[config.mk]
export PLATFORM = sky130hd
export DESIGN_NAME = per_source_window_rate_limiter_core
export DESIGN_NICKNAME = d
export VERILOG_FILES = /design/src/rtl/core/pswrl_pkg.sv /design/src/rtl/core/pswrl_ram.sv /design/src/rtl/core/pswrl_expiry_unit.sv /design/src/rtl/core/per_source_window_rate_limiter_core.sv
export SDC_FILE = /design/constraint.sdc
export NUM_CORES = 1
export LEC_CHECK = 0
export BUFFER_PORTS_ARGS = -buffer_cell sky130_fd_sc_hd__buf_4
export CAP_MARGIN = 15
export CORE_MARGIN = 5
export CORE_UTILIZATION = 46
export CTS_BUF_LIST = sky130_fd_sc_hd__clkbuf_4
export CTS_CLUSTER_DIAMETER = 120
export DETAILED_ROUTE_END_ITERATION = 10
export GPL_TIMING_DRIVEN = 0
export PLACE_DENSITY = 0.73
export REMOVE_ABC_BUFFERS = 1
export SYNTH_ARGS = -nofsm -noshare
export SYNTH_HDL_FRONTEND = slang
export SYNTH_SLANG_ARGS = --single-unit
[constraint.sdc]
create_clock -name clk -period 8.43 [get_ports clk]
set_input_delay 1.686 -clock clk [delete_from_list [all_inputs] [get_ports clk]]
set_output_delay 1.686 -clock clk [all_outputs]
set_load 0.005 [all_outputs]
[src/rtl/core/pswrl_pkg.sv]
// ----------------------------------------------------------------------------
// pswrl_pkg: shared types and constants of the per-source rate limiter
// field widths, register indexes, reset values, slot entry and sequencer states
// ----------------------------------------------------------------------------
package pswrl_pkg;

	localparam int ADDR_W     = 32;
	localparam int TIME_W     = 32;
	localparam int GCNT_W     = 16;
	localparam int SCNT_W     = 8;
	localparam int CFG_IDX_W  = 2;
	localparam int CFG_DATA_W = 32;

	typedef logic [CFG_IDX_W-1:0] cfg_idx_t;

	localparam cfg_idx_t REG_WINDOW_LENGTH    = 2'd0;
	localparam cfg_idx_t REG_GLOBAL_LIMIT     = 2'd1;
	localparam cfg_idx_t REG_PER_SOURCE_LIMIT = 2'd2;

	localparam logic [TIME_W-1:0] WINDOW_LENGTH_RESET    = 32'd1000;
	localparam logic [GCNT_W-1:0] GLOBAL_LIMIT_RESET     = 16'd64;
	localparam logic [SCNT_W-1:0] PER_SOURCE_LIMIT_RESET = 8'd8;

	typedef struct packed {
		logic [ADDR_W-1:0] source;
		logic [TIME_W-1:0] window_start;
		logic [SCNT_W-1:0] count;
	} slot_t;

	typedef enum logic [2:0] {
		ST_IDLE,
		ST_GLOB,
		ST_SCAN,
		ST_CHECK,
		ST_DONE
	} state_t;

endpackage

[src/rtl/core/pswrl_ram.sv]
// ----------------------------------------------------------------------------
// pswrl_ram: generic single-write, single-read memory
// one write port, one read port with registered read data
// ----------------------------------------------------------------------------
module pswrl_ram #(
	parameter int WIDTH = 72,
	parameter int DEPTH = 8
) (
	input  logic                                    clk,
	input  logic                                    we,
	input  logic [((DEPTH > 1) ? $clog2(DEPTH) : 1)-1:0] waddr,
	input  logic [WIDTH-1:0]                        wdata,
	input  logic [((DEPTH > 1) ? $clog2(DEPTH) : 1)-1:0] raddr,
	output logic [WIDTH-1:0]                        rdata
);

	logic [WIDTH-1:0] mem_q [DEPTH];

	always_ff @(posedge clk) begin
		if (we) begin
			mem_q[waddr] <= wdata;
		end
		rdata <= mem_q[raddr];
	end

endmodule

[src/rtl/core/pswrl_expiry_unit.sv]
// ----------------------------------------------------------------------------
// pswrl_expiry_unit: shared window expiry compare
// wrapping 32-bit difference of now and a window start against the window length
// ----------------------------------------------------------------------------
module pswrl_expiry_unit (
	input  logic [pswrl_pkg::TIME_W-1:0] now_ms,
	input  logic [pswrl_pkg::TIME_W-1:0] start_ms,
	input  logic [pswrl_pkg::TIME_W-1:0] window_length_ms,
	output logic                         expired
);

	logic [pswrl_pkg::TIME_W-1:0] elapsed;

	assign elapsed = now_ms - start_ms;
	assign expired = (elapsed >= window_length_ms);

endmodule

[src/rtl/core/per_source_window_rate_limiter_core.sv]
// ----------------------------------------------------------------------------
// per_source_window_rate_limiter_core: per-source fixed-window request limiter
// a request passes ST_GLOB, ST_SCAN, ST_CHECK and ST_DONE in turn, a hit ending the scan early;
// a zero source or global deny goes from ST_GLOB straight to ST_DONE
// one request at a time; the slot scan reads one ram entry per cycle
// reset clears counts, windows, cursor and slot valid bits; ram contents are kept
// ----------------------------------------------------------------------------
module per_source_window_rate_limiter_core #(
	parameter int SOURCE_SLOTS = 8
) (
	input  logic                                clk,
	input  logic                                arst_n,
	input  logic                                s_tvalid,
	output logic                                s_tready,
	input  logic [63:0]                         s_tdata,  // [31:0] source_address, [63:32] now_ms
	output logic                                m_tvalid,
	input  logic                                m_tready,
	output logic [7:0]                          m_tdata,  // [0] allowed, [7:1] zero
	input  logic                                cfg_we,
	input  logic [pswrl_pkg::CFG_IDX_W-1:0]     cfg_index,
	input  logic [pswrl_pkg::CFG_DATA_W-1:0]    cfg_data
);

	localparam int IDX_W = (SOURCE_SLOTS > 1) ? $clog2(SOURCE_SLOTS) : 1;
	localparam int CNT_W = $clog2(SOURCE_SLOTS + 1);

	pswrl_pkg::state_t state_q, state_d;

	logic [pswrl_pkg::TIME_W-1:0] win_q;
	logic [pswrl_pkg::GCNT_W-1:0] glim_q;
	logic [pswrl_pkg::SCNT_W-1:0] plim_q;

	logic                         started_q;
	logic [pswrl_pkg::TIME_W-1:0] gws_q;
	logic [pswrl_pkg::GCNT_W-1:0] gcnt_q;
	logic [IDX_W-1:0]             cursor_q;
	logic [SOURCE_SLOTS-1:0]      slot_valid_q;

	logic [pswrl_pkg::ADDR_W-1:0] src_q;
	logic [pswrl_pkg::TIME_W-1:0] now_q;

	logic [CNT_W-1:0]             rd_cnt_q;
	logic                         pend_s1;
	logic [IDX_W-1:0]             pend_idx_s1;
	logic                         have_free_q;
	logic [IDX_W-1:0]             free_idx_q;
	logic [IDX_W-1:0]             slot_idx_q;
	pswrl_pkg::slot_t             entry_q;
	logic                         res_q;
	logic                         m_tvalid_q;
	logic                         m_allow_q;

	logic                         issue;
	logic [IDX_W-1:0]             rd_idx;
	logic                         pend_valid;
	logic                         hit;
	logic                         free_now;
	logic [IDX_W-1:0]             free_idx_now;
	logic                         miss_done;
	logic [IDX_W-1:0]             cursor_next;
	logic [pswrl_pkg::TIME_W-1:0] exp_start;
	logic                         expired;
	logic                         g_restart;
	logic [pswrl_pkg::GCNT_W-1:0] gcnt_eff;
	logic                         g_deny;
	logic                         s_exp;
	logic [pswrl_pkg::TIME_W-1:0] ws_eff;
	logic [pswrl_pkg::SCNT_W-1:0] cnt_eff;
	logic                         allow_c;
	logic                         out_load;
	logic                         ram_we;
	pswrl_pkg::slot_t             ram_wdata;
	pswrl_pkg::slot_t             ram_rdata;

	pswrl_ram #(
		.WIDTH ($bits(pswrl_pkg::slot_t)),
		.DEPTH (SOURCE_SLOTS)
	) u_slot_ram (
		.clk   (clk),
		.we    (ram_we),
		.waddr (slot_idx_q),
		.wdata (ram_wdata),
		.raddr (rd_idx),
		.rdata (ram_rdata)
	);

	pswrl_expiry_unit u_expiry (
		.now_ms           (now_q),
		.start_ms         (exp_start),
		.window_length_ms (win_q),
		.expired          (expired)
	);

	// slot scan
	assign issue        = (rd_cnt_q != CNT_W'(SOURCE_SLOTS));
	assign rd_idx       = rd_cnt_q[IDX_W-1:0];
	assign pend_valid   = slot_valid_q[pend_idx_s1];
	assign hit          = pend_s1 && pend_valid && (ram_rdata.source == src_q);
	assign free_now     = have_free_q || (pend_s1 && !pend_valid);
	assign free_idx_now = have_free_q ? free_idx_q : pend_idx_s1;
	assign miss_done    = !issue && !hit;
	assign cursor_next  = (cursor_q == IDX_W'(SOURCE_SLOTS - 1)) ? '0 : cursor_q + 1'b1;

	// shared expiry compare: global window, then slot window
	assign exp_start = (state_q == pswrl_pkg::ST_GLOB) ? gws_q : entry_q.window_start;

	assign g_restart = !started_q || expired;
	assign gcnt_eff  = g_restart ? '0 : gcnt_q;
	assign g_deny    = (src_q == '0) || (gcnt_eff >= glim_q);

	assign s_exp   = expired;
	assign ws_eff  = s_exp ? now_q : entry_q.window_start;
	assign cnt_eff = s_exp ? '0 : entry_q.count;
	assign allow_c = (cnt_eff < plim_q);

	always_comb begin
		ram_wdata.source       = src_q;
		ram_wdata.window_start = ws_eff;
		ram_wdata.count        = allow_c ? cnt_eff + 8'd1 : cnt_eff;
	end

	always_ff @(posedge clk or negedge arst_n) begin
		if (!arst_n) begin
			state_q <= pswrl_pkg::ST_IDLE;
		end else begin
			state_q <= state_d;
		end
	end

	always_comb begin
		state_d  = state_q;
		s_tready = 1'b0;
		out_load = 1'b0;
		ram_we   = 1'b0;
		unique case (state_q)
			pswrl_pkg::ST_IDLE: begin
				s_tready = 1'b1;
				if (s_tvalid) begin
					state_d = pswrl_pkg::ST_GLOB;
				end
			end
			pswrl_pkg::ST_GLOB: begin
				state_d = g_deny ? pswrl_pkg::ST_DONE : pswrl_pkg::ST_SCAN;
			end
			pswrl_pkg::ST_SCAN: begin
				if (hit || miss_done) begin
					state_d = pswrl_pkg::ST_CHECK;
				end
			end
			pswrl_pkg::ST_CHECK: begin
				ram_we  = 1'b1;
				state_d = pswrl_pkg::ST_DONE;
			end
			pswrl_pkg::ST_DONE: begin
				out_load = !m_tvalid_q || m_tready;
				if (out_load) begin
					state_d = pswrl_pkg::ST_IDLE;
				end
			end
			default: begin
				state_d = pswrl_pkg::ST_IDLE;
			end
		endcase
	end

	always_ff @(posedge clk or negedge arst_n) begin
		if (!arst_n) begin
			win_q        <= pswrl_pkg::WINDOW_LENGTH_RESET;
			glim_q       <= pswrl_pkg::GLOBAL_LIMIT_RESET;
			plim_q       <= pswrl_pkg::PER_SOURCE_LIMIT_RESET;
			started_q    <= 1'b0;
			gws_q        <= '0;
			gcnt_q       <= '0;
			cursor_q     <= '0;
			slot_valid_q <= '0;
			rd_cnt_q     <= '0;
			pend_s1      <= 1'b0;
			have_free_q  <= 1'b0;
			m_tvalid_q   <= 1'b0;
		end else begin
			if (cfg_we) begin
				unique case (cfg_index)
					pswrl_pkg::REG_WINDOW_LENGTH:    win_q  <= cfg_data;
					pswrl_pkg::REG_GLOBAL_LIMIT:     glim_q <= cfg_data[pswrl_pkg::GCNT_W-1:0];
					pswrl_pkg::REG_PER_SOURCE_LIMIT: plim_q <= cfg_data[pswrl_pkg::SCNT_W-1:0];
					default: ;
				endcase
			end
			unique case (state_q)
				pswrl_pkg::ST_GLOB: begin
					if ((src_q != '0) && g_restart) begin
						started_q <= 1'b1;
						gws_q     <= now_q;
						gcnt_q    <= '0;
					end
					rd_cnt_q    <= '0;
					pend_s1     <= 1'b0;
					have_free_q <= 1'b0;
				end
				pswrl_pkg::ST_SCAN: begin
					pend_s1 <= issue;
					if (issue) begin
						rd_cnt_q <= rd_cnt_q + 1'b1;
					end
					if (!have_free_q && pend_s1 && !pend_valid) begin
						have_free_q <= 1'b1;
					end
					if (miss_done && !free_now) begin
						cursor_q <= cursor_next;
					end
				end
				pswrl_pkg::ST_CHECK: begin
					slot_valid_q[slot_idx_q] <= 1'b1;
					if (allow_c) begin
						gcnt_q <= gcnt_q + 16'd1;
					end
				end
				default: ;
			endcase
			if (out_load) begin
				m_tvalid_q <= 1'b1;
			end else if (m_tready) begin
				m_tvalid_q <= 1'b0;
			end
		end
	end

	always_ff @(posedge clk) begin
		if (s_tready && s_tvalid) begin
			src_q <= s_tdata[31:0];
			now_q <= s_tdata[63:32];
		end
		if ((state_q == pswrl_pkg::ST_SCAN) && issue) begin
			pend_idx_s1 <= rd_idx;
		end
		if ((state_q == pswrl_pkg::ST_SCAN) && !have_free_q && pend_s1 && !pend_valid) begin
			free_idx_q <= pend_idx_s1;
		end
		if ((state_q == pswrl_pkg::ST_SCAN) && hit) begin
			slot_idx_q <= pend_idx_s1;
			entry_q    <= ram_rdata;
		end else if ((state_q == pswrl_pkg::ST_SCAN) && miss_done) begin
			slot_idx_q           <= free_now ? free_idx_now : cursor_q;
			entry_q.source       <= src_q;
			entry_q.window_start <= now_q;
			entry_q.count        <= '0;
		end
		if (state_q == pswrl_pkg::ST_GLOB) begin
			res_q <= 1'b0;
		end else if (state_q == pswrl_pkg::ST_CHECK) begin
			res_q <= allow_c;
		end
		if (out_load) begin
			m_allow_q <= res_q;
		end
	end

	assign m_tvalid = m_tvalid_q;
	assign m_tdata  = {7'd0, m_allow_q};

	a_allow_nonzero_source: assert property (@(posedge clk) disable iff (!arst_n)
		(out_load && res_q) |-> (src_q != '0))
		else $error("allowed result for a zero source");

	a_global_count_step: assert property (@(posedge clk) disable iff (!arst_n)
		((state_q == pswrl_pkg::ST_CHECK) && allow_c) |=> (gcnt_q == $past(gcnt_q) + 16'd1))
		else $error("global count not incremented on admit");

	a_cursor_only_when_full: assert property (@(posedge clk) disable iff (!arst_n)
		(cursor_q != $past(cursor_q)) |-> (&$past(slot_valid_q)))
		else $error("replace cursor moved while a free slot existed");

	a_scan_bound: assert property (@(posedge clk) disable iff (!arst_n)
		(state_q == pswrl_pkg::ST_SCAN) |-> (rd_cnt_q <= CNT_W'(SOURCE_SLOTS)))
		else $error("slot scan ran past the last slot");

endmodule
### Word level (Yosys, flattened, before mapping)

Memories as Yosys holds them, arrays and structs flattened. A register that Yosys moved wholly into a read port is not among the register bits.
Cells that the tools add are included.

* register bits after elaboration: 241
* memory bits (writable): 576
* bits of input ports: 103
* output and inout port bits: 10
* memories kept: 1

* add/sub/neg operators: 5
* $lt $le $gt $ge: 6
* eq/ne operators: 16
* mux-type cells: 36
* bitwise logic cells: 1
* reductions and logical operators: 45

Memories
* u_slot_ram.mem_q: words 8, width 72, read ports 1, clocked after memory_dff 1, write ports 1, line pswrl_ram.sv:17 `logic [WIDTH-1:0] mem_q [DEPTH];`

Operators by type and width (count)
* $mux 40: 2
* $mux 32: 2
* $mux 16: 3
* $eq 32x32->1: 1
* $ge 32x32->1: 1
* $logic_not 32->1: 1
* $pmux 16 s2: 1
* $reduce_bool 32->1: 1
* $sub 32x32->32: 1
* $mux 3: 9
* $add 16x1->16 const B: 1
* $ge 16x16->1: 1
* $logic_and 1x1->1: 16
* $mux 8: 2
* $pmux 3 s5: 1
* $ne 2x2->1 const B: 7
* $reduce_and 2->1: 7
* $mux 1: 10
* $add 8x1->8 const B: 1
* $lt 3x4->1 const B: 2
* $lt 8x8->1: 1
* $or 8x8->8: 1
* $pmux 4 s2: 1
* $reduce_bool 2->1: 4
* 18 further kinds: 32

### Depth between registers and ports, before layout

* word-level depth: 10
* depth in mapped cells: 37
* mapped depth without buffers: 33

### By module

A second synthesis with hierarchy kept.

* cell total of the unflattened synthesis: 2171
* area, all modules: 37273.2 um^2

Modules (own cells, without submodules)
* pswrl_ram: times used 1, cells an instance 917, area an instance 23368.7 um^2, seq. area each 18738.0 um^2
* per_source_window_rate_limiter_core: times used 1, cells an instance 880, area an instance 11263.3 um^2, seq. area each 6606.3 um^2
* pswrl_expiry_unit: times used 1, cells an instance 374, area an instance 2641.3 um^2, seq. area each 0.0 um^2

### Least setup slack after synthesis

OpenSTA, ideal clock, no wires.

* path type: register to register
* start: register state_q[2]
* end: register slot_valid_q[0]
* setup time: 0.108 ns
* arrival: 8.192 ns
* slack: 0.131 ns
* stages on the path, launching flop included: 5
* path buffers: 0
* period minus slack after synthesis: 8.299 ns
* path through: dfrtp_1 -> nor2b_1 -> nand2_1 -> nor4_1 -> or2_2

* word-level cells in the longest chain between the ends: 1

Ends and longest elaborated chain
* start: declaration: line per_source_window_rate_limiter_core.sv:27 `pswrl_pkg::state_t state_q, state_d;`
* start signal: assignment: line per_source_window_rate_limiter_core.sv:124 `state_q <= pswrl_pkg::ST_IDLE;`
* start signal: assignment: line per_source_window_rate_limiter_core.sv:126 `state_q <= state_d;`
* $eq 3x2->1: line per_source_window_rate_limiter_core.sv:189 `unique case (state_q)`
* end signal: assignment: line per_source_window_rate_limiter_core.sv:175 `slot_valid_q <= '0;`
* end signal: indexed assignment: line per_source_window_rate_limiter_core.sv:213 `slot_valid_q[slot_idx_q] <= 1'b1;`
* end: declaration: line per_source_window_rate_limiter_core.sv:37 `logic [SOURCE_SLOTS-1:0] slot_valid_q;`

Every way passes these cells.
A chain may end at the register's enable or synchronous reset.

==> implementation parameters <==
Parameter                              Value

Synthesis
  Count of flip-flops with a built-in enable after synthesis ... 690
  Ranking of synthesized cells by area ... edfxtp_1 (57%), mux4_2 (9.0%), dfrtp_1 (8.1%), mux2_2 (5.9%), dfxtp_1 (4.0%)
  Mean instance size in the synthesized netlist ... 17.6 um^2
  Fraction of post-synthesis cell area in the top cell type by area ... 0.567
  Top cell type by total area after synthesis ... edfxtp_1
  Post-synthesis instance area ... 36,600 um^2
  FFs w/ async S/R, synth ... 0.142
  Sequential area share after synthesis ... 0.693
  Ranking of synthesized cells by instance count ... edfxtp_1 (690), mux2_2 (192), mux4_2 (146)
  Commonest register cell after synthesis ... edfxtp_1
  Post-Syn Instances ... 2,082
  Synth Register Bits ... 889
  Total of warnings raised by yosys ... 0
  Post-synth cell types ... 76
  Most used standard cell by instance count after synthesis ... edfxtp_1

Timing
  Final hold vios ... 0
  Final worst clock skew ... 0.0597 ns
  Final number of setup-violating endpoints ... 0
  Clock period minus worst slack ... 8.14 ns
  Period Utilization, post-route ... 0.965
  Worst hold slack across all endpoints ... 0.454 ns
  Sum Neg Setup Slack ... 0 ns
  Max-slew violation count ... 0
  Max Clock Freq ... 0.123 GHz
  Max_slew headroom ... 0.400
  Tightest Pin Transition ... 0.898 ns

Clocking
  Maximum clock insertion buffer count ... 3
  Clk sinks ... 889
  Root Buffer Master ... clkbuf_4
  Cts-stage hold buffer count ... 0
  Number of buffers created by CTS ... 215
  H-tree levels ... 4
  Worst-path clk slew ... 0.07 ns
  Clock network latency to the later pin of the worst-skew pair ... 1.06 ns
  Clock tree from TritonCTS ... yes

Placement
  HPWL after DPL ... 51.8 mm
  Final RePlAce weighted congestion ... 0.847
  Cell area reported after detailed placement ... 39,600 um^2
  Count of input and output buffers ... 105

Power
  Static Leakage ... 15.6 nW
  Overall power consumption ... 14.9 mW
  Maximum VDD drop ... 251 uV
  Cell area power density ... 350 nW/um^2

Global routing
  First-pass GRT wire length ... 122 mm
  Total congestion overflow after global routing ... 0
  Number of global-route vias before repair ... 21,415
  Antenna violations before repair ... 2
  Pin count of the biggest net entering global routing ... 69
  GRT Overall Usage ... 0.185

Setup path
  Worst setup path class ... reg2reg
  Data arrival time at the worst-slack endpoint ... 8.87 ns
  Worst reg2reg endpoint ... u_slot_ram.mem_q[1][2]
  Endpoint required time on the critical path ... 9.16 ns
  Worst reg2reg path depth ... 31
  CP max stage cell ... or4_1
  R2R Setup Slk ... 0.29 ns
  CP Launch Type ... register
  Element type at the critical path end ... register
  Critical-path maximum fanout ... 31
  Peak per-stage delay on the critical path ... 0.68 ns
  Critical R2R Launch ... state_q[2]

Floorplanning
  Initial Util ... 0.464
  Height of the die ... 292 um
  Area of the core region ... 78,900 um^2
  Top-Level Pins ... 113
  Cell row count ... 103
  Horiz. Die Dim ... 292 um
  Die Outline Area ... 85,200 um^2

Hold path
  Min-Delay Path Depth ... 0
  Worst hold endpoint ... m_allow_q
  Tightest Hold Check Type ... reg2reg
  Hold wc startpoint ... res_q

Status
  Run status ... finished clean

Cells and area
  Finished Cell Area ... 42,700 um^2
  Growth of design area from synthesis to finish ... 16.7%
  Share of layout cells above drive strength 1 ... 0.363
  Number of nets in the finished design ... 2,613

Detailed routing
  Post-route DRC ... 0
  First-pass DRT Iterations ... 8
  Number of vias in the routed layout ... 19,905
  Wire length per cell ... 21.5 um
  Detail-routed via count per cell ... 5.43
  Post-detailed-routing wire length ... 78.8 mm
  Iter 0 DRT Violations ... 1,576
  Antenna viol nets, final ... 0

Flow run
  Max-cap violations ... 0
## through the flow
| stage | util | cells | setup slack, ns |
|---|---|---|---|
| floorplan | - | 2004 | -1.16 |
| global placement | 0.485 | 3159 | -9.21 |
| detailed placement | 0.502 | 3243 | -0.692 |
| CTS | 0.540 | 3659 | 0.0386 |
| global route | 0.541 | 3662 | -0.0193 |
| finish | 0.541 | 3665 | 0.294 |
## cells in the final DEF, fill, tap and decap left out, types with 8 or more instances in the layout
cell / synthesis / final
nand2_1: 82 / 82
mux2_2: 192 / 192
buf_12: 0 / 12
buf_16: 0 / 14
xor2_1: 43 / 43
or2_2: 8 / 8
xnor2_1: 24 / 20
mux4_2: 146 / 146
inv_1: 76 / 76
ha_1: 92 / 92
and2_1: 23 / 21
and3_1: 31 / 31
nor4_1: 19 / 18
a21o_1: 40 / 40
buf_6: 2 / 42
clkinv_2: 0 / 10
mux2i_1: 32 / 32
nand2b_1: 11 / 10
nor3_1: 13 / 9
edfxtp_1: 690 / 690
o21ai_0: 59 / 59
nand4_1: 21 / 21
clkinv_1: 0 / 62
dfstp_2: 8 / 8
buf_4: 13 / 125
dfrtp_1: 118 / 115
nand3_1: 16 / 16
dfxtp_1: 73 / 73
nor2_1: 30 / 26
a21oi_1: 40 / 38
clkbuf_4: 0 / 323
## flip-flops by register name (all words and copies together) (netlist names), 3 cells and up
signal / flops
pend_idx_s1: 3
now_q: 32
u_slot_ram.rdata: 72
state_q: 3
gcnt_q: 16
gws_q: 32
rd_cnt_q: 4
cursor_q: 3
src_q: 32
entry_q: 40
slot_idx_q: 3
glim_q: 16
win_q: 32
slot_valid_q: 8
plim_q: 8
free_idx_q: 3
u_slot_ram.mem_q: 576
## layout make-up
cell class,instances,area (um^2)
clock buffer,323,2420
clock inverter,88,493
multi-input combinational,1039,10700
timing repair buffer,196,2080
tap,1050,1310
sequential,889,25400
inverter,76,285
fill,6135,36200
antenna,4,10.0
## cells by family (layout without fill, tap and decap cells)
family / Yosys count / count (layout) / synth area share
compound gates: 212 / 212 / 0.0391
xor+xnor: 67 / 67 / 0.0161
fa+ha+maj: 93 / 93 / 0.0320
buf+inv: 160 / 683 / 0.0189
flops: 889 / 889 / 0.693
mux: 370 / 370 / 0.158
other cells: 1 / 11 / 0.000103
simple gates: 290 / 290 / 0.0427
## per-layer routing
| metal | global-route usage | up-vias | routed length, um |
|---|---|---|---|
| li1 | - | 9011 | - |
| met1 | 0.236 | 10190 | 32600 |
| met2 | 0.314 | 559 | 40000 |
| met3 | 0.0376 | 145 | 4010 |
| met4 | 0.0713 | 0 | 2100 |
| met5 | 0 | - | 0 |
## worst max-delay path, delay by kind of cell, from the launching register on
kind / cells / cell delay, ns
AND/OR/NAND/NOR: 7 / 1.84
multiplexers: 1 / 0.20
AO/OA/AOI/OAI: 16 / 3.38
buffers and inverters: 2 / 0.39
adder cells (fa/ha/maj): 3 / 0.92
flip-flops: 1 / 0.46
XOR/XNOR: 2 / 0.63
## power by group
group	switching [mW]	leakage (nW)	internal [mW]	total [mW]
Sequential	0.436	8.37	6.04	6.48
Combinational	2.63	5.53	2.23	4.86
Clock	1.73	1.72	1.87	3.60
Total	4.80	15.6	10.1	14.9
## worst max path at each step
stage	start	endpoint	cells past startpoint
after global placement	state_q[2]	slot_valid_q[0]	4
after detailed placement	state_q[2]	u_slot_ram.mem_q[1][6]	29
final	state_q[2]	u_slot_ram.mem_q[1][2]	31
after global routing	state_q[2]	u_slot_ram.mem_q[7][7]	30
after CTS	state_q[0]	gcnt_q[14]	31
after floorplan	state_q[2]	u_slot_ram.mem_q[0][7]	31
## what timing repair did
item / CTS / global route
pin swaps: 1 / 2
hold endpoints to repair: 0 / 0
buffers inserted: 5 / 2
resized for setup: 5 / 9
endpoints found under the setup margin: 83 / 82
Power figures use the tool's default switching activity.
